**config.mk**
```make
export PLATFORM = sky130hd
export DESIGN_NAME = tlfq_ctrl
export DESIGN_NICKNAME = d
export VERILOG_FILES = /design/src/rtl/tlfq_pkg.sv /design/src/rtl/tlfq_ctrl.sv
export SDC_FILE = /design/constraint.sdc
export NUM_CORES = 1
export LEC_CHECK = 0
export BUFFER_PORTS_ARGS = -buffer_cell sky130_fd_sc_hd__buf_2
export CORE_AREA = 2 2 39 41
export CTS_CLUSTER_DIAMETER = 100
export CTS_CLUSTER_SIZE = 10
export DETAILED_ROUTE_END_ITERATION = 12
export DIE_AREA = 0 0 41 43
export PLACE_DENSITY = 0.73
export SYNTH_ARGS = -nofsm -noshare
export SYNTH_HDL_FRONTEND = slang
export SYNTH_SLANG_ARGS = --single-unit
```
**constraint.sdc**
```tcl
create_clock -name clk -period 1.3 [get_ports clk]
set_clock_uncertainty 0.05 [all_clocks]
set_input_delay 0.065 -clock clk [delete_from_list [all_inputs] [get_ports clk]]
set_output_delay 0.065 -clock clk [all_outputs]
set_load 0.02 [all_outputs]
```
**src/rtl/tlfq_pkg.sv**
```systemverilog
// Package for the three-level feedback queue scheduler.
// Payload structs, command and status codes, controller/datapath interface.
// No dependencies.
package tlfq_pkg;

    localparam int unsigned QUANTUM_RESET   = 50;
    localparam int unsigned ALLOTMENT_RESET = 200;
    localparam int unsigned SPENT_BITS      = 21;

    typedef enum logic [1:0] {
        CMD_ADMIT = 2'd0,
        CMD_SLICE = 2'd1,
        CMD_BOOST = 2'd2,
        CMD_NONE  = 2'd3
    } command_t;

    typedef enum logic [2:0] {
        ST_ADMITTED = 3'd0,
        ST_REJECTED = 3'd1,
        ST_REQUEUED = 3'd2,
        ST_FINISHED = 3'd3,
        ST_IDLE     = 3'd4,
        ST_BOOSTED  = 3'd5
    } status_t;

    typedef enum logic [0:0] {
        REG_QUANTUM   = 1'b0,
        REG_ALLOTMENT = 1'b1
    } reg_index_t;

    typedef struct packed {
        logic [1:0]  command;
        logic [5:0]  task_slot;
        logic [1:0]  task_type;
        logic [19:0] task_length;
        logic [6:0]  io_odds;
        logic [6:0]  io_roll;
        logic [15:0] io_draw;
    } in_item_t;

    typedef struct packed {
        logic [2:0]  status;
        logic [5:0]  out_slot;
        logic [1:0]  out_type;
        logic [19:0] slice_time;
        logic        took_io;
        logic [1:0]  new_level;
        logic [19:0] remaining;
    } out_item_t;

    // controller -> datapath
    typedef struct packed {
        logic load;       // latch input transaction
        logic rd;         // read records of the selected slot
        logic calc;       // compute run time (start divider)
        logic commit;     // write back the slice
        logic admit;      // write back an admit
        logic link_rd;    // read the link of the lower queue head
        logic boost_step; // move one task of a lower queue to the top
        logic emit;       // load the output register
    } dp_cmd_t;

    // datapath -> controller
    typedef struct packed {
        logic       admit_ok;
        logic       any_task;
        logic       div_busy;
        logic       boost_more;
        logic [1:0] command;
    } dp_status_t;

endpackage

```
**src/rtl/tlfq_ctrl.sv**
```systemverilog
// Controller state machine for the feedback queue scheduler.
// Depends on tlfq_pkg.
module tlfq_ctrl
(
    input  logic                    clk,
    input  logic                    rst_n,
    input  logic                    in_valid,
    output logic                    in_stall,
    input  logic                    out_full,
    input  tlfq_pkg::dp_status_t    sts,
    output tlfq_pkg::dp_cmd_t       cmd
);

    typedef enum logic [7:0] {
        S_IDLE   = 8'b00000001,
        S_DEC    = 8'b00000010,
        S_READ   = 8'b00000100,
        S_CALC   = 8'b00001000,
        S_DIV    = 8'b00010000,
        S_BOOST  = 8'b00100000,
        S_BMOVE  = 8'b01000000,
        S_EMIT   = 8'b10000000
    } state_t;

    state_t state_reg, state_next;

    assign in_stall = (state_reg != S_IDLE);

    always_comb
    begin
        state_next = state_reg;
        cmd = '0;
        unique case (state_reg)
            S_IDLE:
            begin
                if (in_valid)
                begin
                    cmd.load = 1'b1;
                    state_next = S_DEC;
                end
            end
            S_DEC:
            begin
                unique case (tlfq_pkg::command_t'(sts.command))
                    tlfq_pkg::CMD_ADMIT:
                    begin
                        cmd.admit = sts.admit_ok;
                        state_next = S_EMIT;
                    end
                    tlfq_pkg::CMD_SLICE:
                    begin
                        cmd.rd = 1'b1;
                        state_next = sts.any_task ? S_READ : S_EMIT;
                    end
                    tlfq_pkg::CMD_BOOST: state_next = S_BOOST;
                    default:             state_next = S_IDLE;
                endcase
            end
            S_READ:
            begin
                cmd.calc = 1'b1;
                state_next = S_DIV;
            end
            S_DIV:
            begin
                if (!sts.div_busy)
                begin
                    state_next = S_CALC;
                end
            end
            S_CALC:
            begin
                cmd.commit = 1'b1;
                state_next = S_EMIT;
            end
            S_BOOST:
            begin
                if (sts.boost_more)
                begin
                    cmd.link_rd = 1'b1;
                    state_next = S_BMOVE;
                end
                else
                begin
                    state_next = S_EMIT;
                end
            end
            S_BMOVE:
            begin
                cmd.boost_step = 1'b1;
                state_next = S_BOOST;
            end
            S_EMIT:
            begin
                if (!out_full)
                begin
                    cmd.emit = 1'b1;
                    state_next = S_IDLE;
                end
            end
            default: state_next = S_IDLE;
        endcase
    end

    always_ff @(posedge clk or negedge rst_n)
    begin
        if (!rst_n)
        begin
            state_reg <= S_IDLE;
        end
        else
        begin
            state_reg <= state_next;
        end
    end

endmodule

```
---- Word-level counts from Yosys, hierarchy flattened ----
Index checks and enable logic that the tools add are counted.
storage, ports and cells
  output and inout port bits .............. 9
  logic and storage cells ................. 37
  input port bits ......................... 10
  register bits after elaboration ......... 8
cells by class
  reduce and logical (&&, ||, !) cells .... 2
  multiplexer cells ....................... 20
  equality and inequality tests ........... 14
operators by type and width
  cell                                                                    count
  8-bit one-hot mux with 8 select lines                                   1
  8-bit two-way mux                                                       5
  8-bit one-hot mux with 3 select lines                                   1
  1-bit two-way mux                                                       13
  8-bit by 1-bit equality test with 1-bit output (second input constant)  1
  8-bit by 2-bit equality test with 1-bit output (second input constant)  1
  8-bit by 3-bit equality test with 1-bit output (second input constant)  1
  8-bit by 4-bit equality test with 1-bit output (second input constant)  1
  8-bit by 5-bit equality test with 1-bit output (second input constant)  1
  8-bit by 6-bit equality test with 1-bit output (second input constant)  1
  8-bit by 7-bit equality test with 1-bit output (second input constant)  1
  8-bit equality test (second input constant)                             1
  8-bit by 1-bit != test with 1-bit output (second input constant)        1
  2-bit != test (second input constant)                                   3
  3-bit AND reduction                                                     1
  2-bit by 1-bit equality test with 1-bit output (second input constant)  1
  2-bit equality test (second input constant)                             1
  2-bit zero test                                                         1

---- Longest topological paths before layout ----
  word-level depth ........................ 3
  gate-level depth with buffers ........... 4
  mapped depth without buffers ............ 4

---- Worst setup path before layout ----
Ideal clock, no wire load.
  path kind ............................... register to output
  from .................................... reg state_reg[5]
  to ...................................... out cmd[3] (netlist name)
  data arrival time ....................... 1.567 ns
  required time ........................... 1.185 ns
  slack ................................... -0.382 ns
  path buffers ............................ 0
  cell stages (with the launch flop) ...... 4
  path through ............................ dfrtp_1 > nor3_4 > nand3_2 > nor4b_1
RTL lines
  element                 RTL line          RTL
  from (decl)             tlfq_ctrl.sv:25   state_t state_reg, state_next;
  from (signal assigned)  tlfq_ctrl.sv:113  state_reg <= state_next;
  to (decl)               tlfq_ctrl.sv:11   output tlfq_pkg::dp_cmd_t cmd

==> flow_metrics.tcl <==
set metrics [dict create \
    synth.distinct_cells 28 \
    slew_headroom 0.847 \
    max_clock_freq_mhz 626 \
    netlist_instances 59 \
    p_per_area_nw_per_um2 1320 \
    io_buffer_count 18 \
    drive_gt1_frac 0.600 \
    finalPower_uw 1320 \
    tns_ns -2.56 \
    power_frac_clock 0.152 \
    setup_viol 15 \
    combinationalPowerShare 0.591 \
    start_kind "flop" \
    worstPathMaxFanout 5 \
    post-route-min-period_ns 1.60 \
    synth_top_area_share 0.338 \
    hpwl_um 994 \
    crit_path_end "cmd[3]" \
    clock_path_buffers 2 \
    worst_ep_required_time_ns 1.19 \
    grt_pass1_vias 607 \
    synth_area_um2 518 \
    final-hold-violation-count 0 \
    rows 14 \
    p_sw_frac 0.374 \
    drt-pass1-iter-count 4 \
    route.detailed.drc 0 \
    routed_wl_mm 1.61 \
    arrival_ns 1.48 \
    rsz0062_at_grt "yes" \
    clockRootBuffer "clkbuf_4" \
    p_leak_uw 0.000492 \
    critPathCaptureType "output pin" \
    grt_max_degree 9 \
    wl_per_cell_um 13.3 \
    mostFrequentLayoutCell "buf_4" \
    violations "setup timing" \
    rr_worst_depth 6 \
    stdcell_area_um2 1000 \
    diodes 0 \
    core_um2 1380 \
    clk_pin_slew_worst_paths_ns 0.05 \
    antenna_left 0 \
    final_cell_mix "18 x buf_4, 11 x buf_6, 9 x buf_2, 6 x nor2_1, 6 x dfrtp_1" \
    yosysTopAreaCell "dfrtp_1" \
    synth_warnings 0 \
    nets 116 \
    largest_reg_flops 8 \
    synth_area_per_cell_um2 8.78 \
    rrSetupSlack_ns -0.20 \
    fp.dieH_um 43 \
    p_seq_frac 0.257 \
    die_area_um2 1760 \
    ys_ff_latch 8 \
    ios 19 \
    num-fill-cells 93 \
    gp_congestion 0.810 \
    hold_class "input port to flop" \
    place_area_um2 731 \
    worstSkewPairLatency_ns 0.25 \
    ys_seq_area_frac 0.389 \
    cell_internal_pwr_uw 829 \
    initial_utilization 0.374 \
    final_cells 121 \
    antenna_found_initial 0 \
    maxCapViolCount 0 \
    critPathKind "flop to output pin" \
    routed_via_density 5.15 \
    die_w_um 41 \
    syn-num-nets 69 \
    ir_drop_mv 0.852 \
    cts_sinks 8 \
    vias 623 \
    syn_to_final_growth_pct 93.7 \
    grt.overflow.total 0 \
    cts_tree "yes" \
    startpoint "state_reg[6]$_DFFE_PN0P_" \
    dp_cells 102 \
    ys_top_cells_by_area "dfrtp_1 34%, nor2_1 8.0%, dfstp_2 5.1%" \
    switching_power_uw 495 \
    cts_made_buffers 3 \
    tightest_slew_ns 0.229 \
    finalWorstSetupSlack_ns -0.298 \
    grt_usage 0.212 \
    h-tree-depth 1 \
    rr_startpoint "state_reg[0]$_DFFE_PN1P_" \
    drtIter0Drc 2 \
    grt_pass1_wl_mm 2.46 \
    drv_slew 0 \
    reg2reg_to "state_reg[7]$_DFFE_PN0P_" \
    status "finished with violations" \
    layout_worst_path_cycle_share 1.23 \
]
[synth_stat cells]
| cell | number |
|---|---|
| or3b_1 | 1 |
| mux2_2 | 1 |
| nor3_4 | 1 |
| nor4b_1 | 1 |
| o21ai_0 | 3 |
| and4_2 | 1 |
| nor3_1 | 3 |
| nand2_1 | 6 |
| inv_1 | 4 |
| a41oi_1 | 1 |
| and2b_1 | 1 |
| and2_2 | 1 |
| o211ai_1 | 2 |
| nand3_2 | 1 |
| xor2_1 | 1 |
| nand3_1 | 2 |
| a32oi_1 | 1 |
| a32o_1 | 1 |
| and2_1 | 1 |
| dfstp_2 | 1 |
| o21bai_1 | 1 |
| a41o_1 | 1 |
| nor2b_1 | 1 |
| nor2_1 | 11 |
| nor3_2 | 1 |
| and4b_1 | 2 |
| nand2b_1 | 1 |
| dfrtp_1 | 7 |
[metrics by stage]
stage | utilization | hold slack [ns] | worst slack [ns]
6_report | 0.725 | 0.0255 | -0.298
5_1_grt | 0.725 | 0.0283 | -0.390
4_1_cts | 0.686 | 0.0217 | -0.314
3_5_place_dp | 0.528 | -0.137 | -0.164
3_3_place_gp | 0.528 | -0.140 | -0.169
2_1_floorplan | - | -0.281 | -0.0840
[routing by layer]
layer,wire length [um],track usage,up-vias
li1,-,-,309
met5,0,0,-
met4,18,0.140,0
met1,632,0.249,295
met3,51,0.0157,2
met2,910,0.344,17
[worst min path at each step]
stage,startpoint,end,slack (ns),cells past startpoint
final,sts[1],state_reg[2]$_DFFE_PN0P_,0.03,2
after global routing,sts[1],state_reg[2]$_DFFE_PN0P_,0.03,2
after global placement,rst_n,state_reg[1]$_DFFE_PN0P_,-0.14,1
after floorplan,rst_n,state_reg[1]$_DFFE_PN0P_,-0.28,0
after detailed placement,rst_n,state_reg[1]$_DFFE_PN0P_,-0.14,1
after CTS,sts[1],state_reg[2]$_DFFE_PN0P_,0.02,2
[logic make-up after synthesis]
logic type	count (synthesis)	synth area share
and+or+nand+nor	35	0.399
AOI/OAI and AO/OA	10	0.145
DFF	8	0.389
buffers and inverters	4	0.0290
xor gates and xnor gates	1	0.0169
muxes	1	0.0217
[worst max-delay path: stages (launching register included)]
cell     delay [ns]
dfrtp_2        0.45
nor3_4         0.23
nand3_2        0.15
nor4b_4        0.23
buf_4          0.18
[timing repair]
item                                    in CTS  in global routing
endpoints found under the setup margin      13                 15
gates resized for setup                     25                 10
setup buffers                                9                  2
pin swaps                                    9                  3
hold buffers                                 4                  0
hold endpoints to repair                    11                  0
[power groups by stage]
stage | clock (uW) | sequential [uW] | combinational (uW)
2_1_floorplan | 0 | 333 | 310
3_3_place_gp | 0 | 333 | 483
3_5_place_dp | 0 | 334 | 487
4_1_cts | 212 | 335 | 708
5_1_grt | 222 | 344 | 827
6_report | 202 | 340 | 782
[cell type report]
class / instances / area (um^2) / area share
inverters: 4 / 15.0 / 0.0150
multi-input cells: 47 / 395 / 0.394
repair buffers: 42 / 344 / 0.343
flip-flops and latches: 8 / 203 / 0.202
well taps: 16 / 20.0 / 0.0200
clock buffers: 4 / 26.3 / 0.0262
No activity file was read; power rests on OpenSTA's default activity.
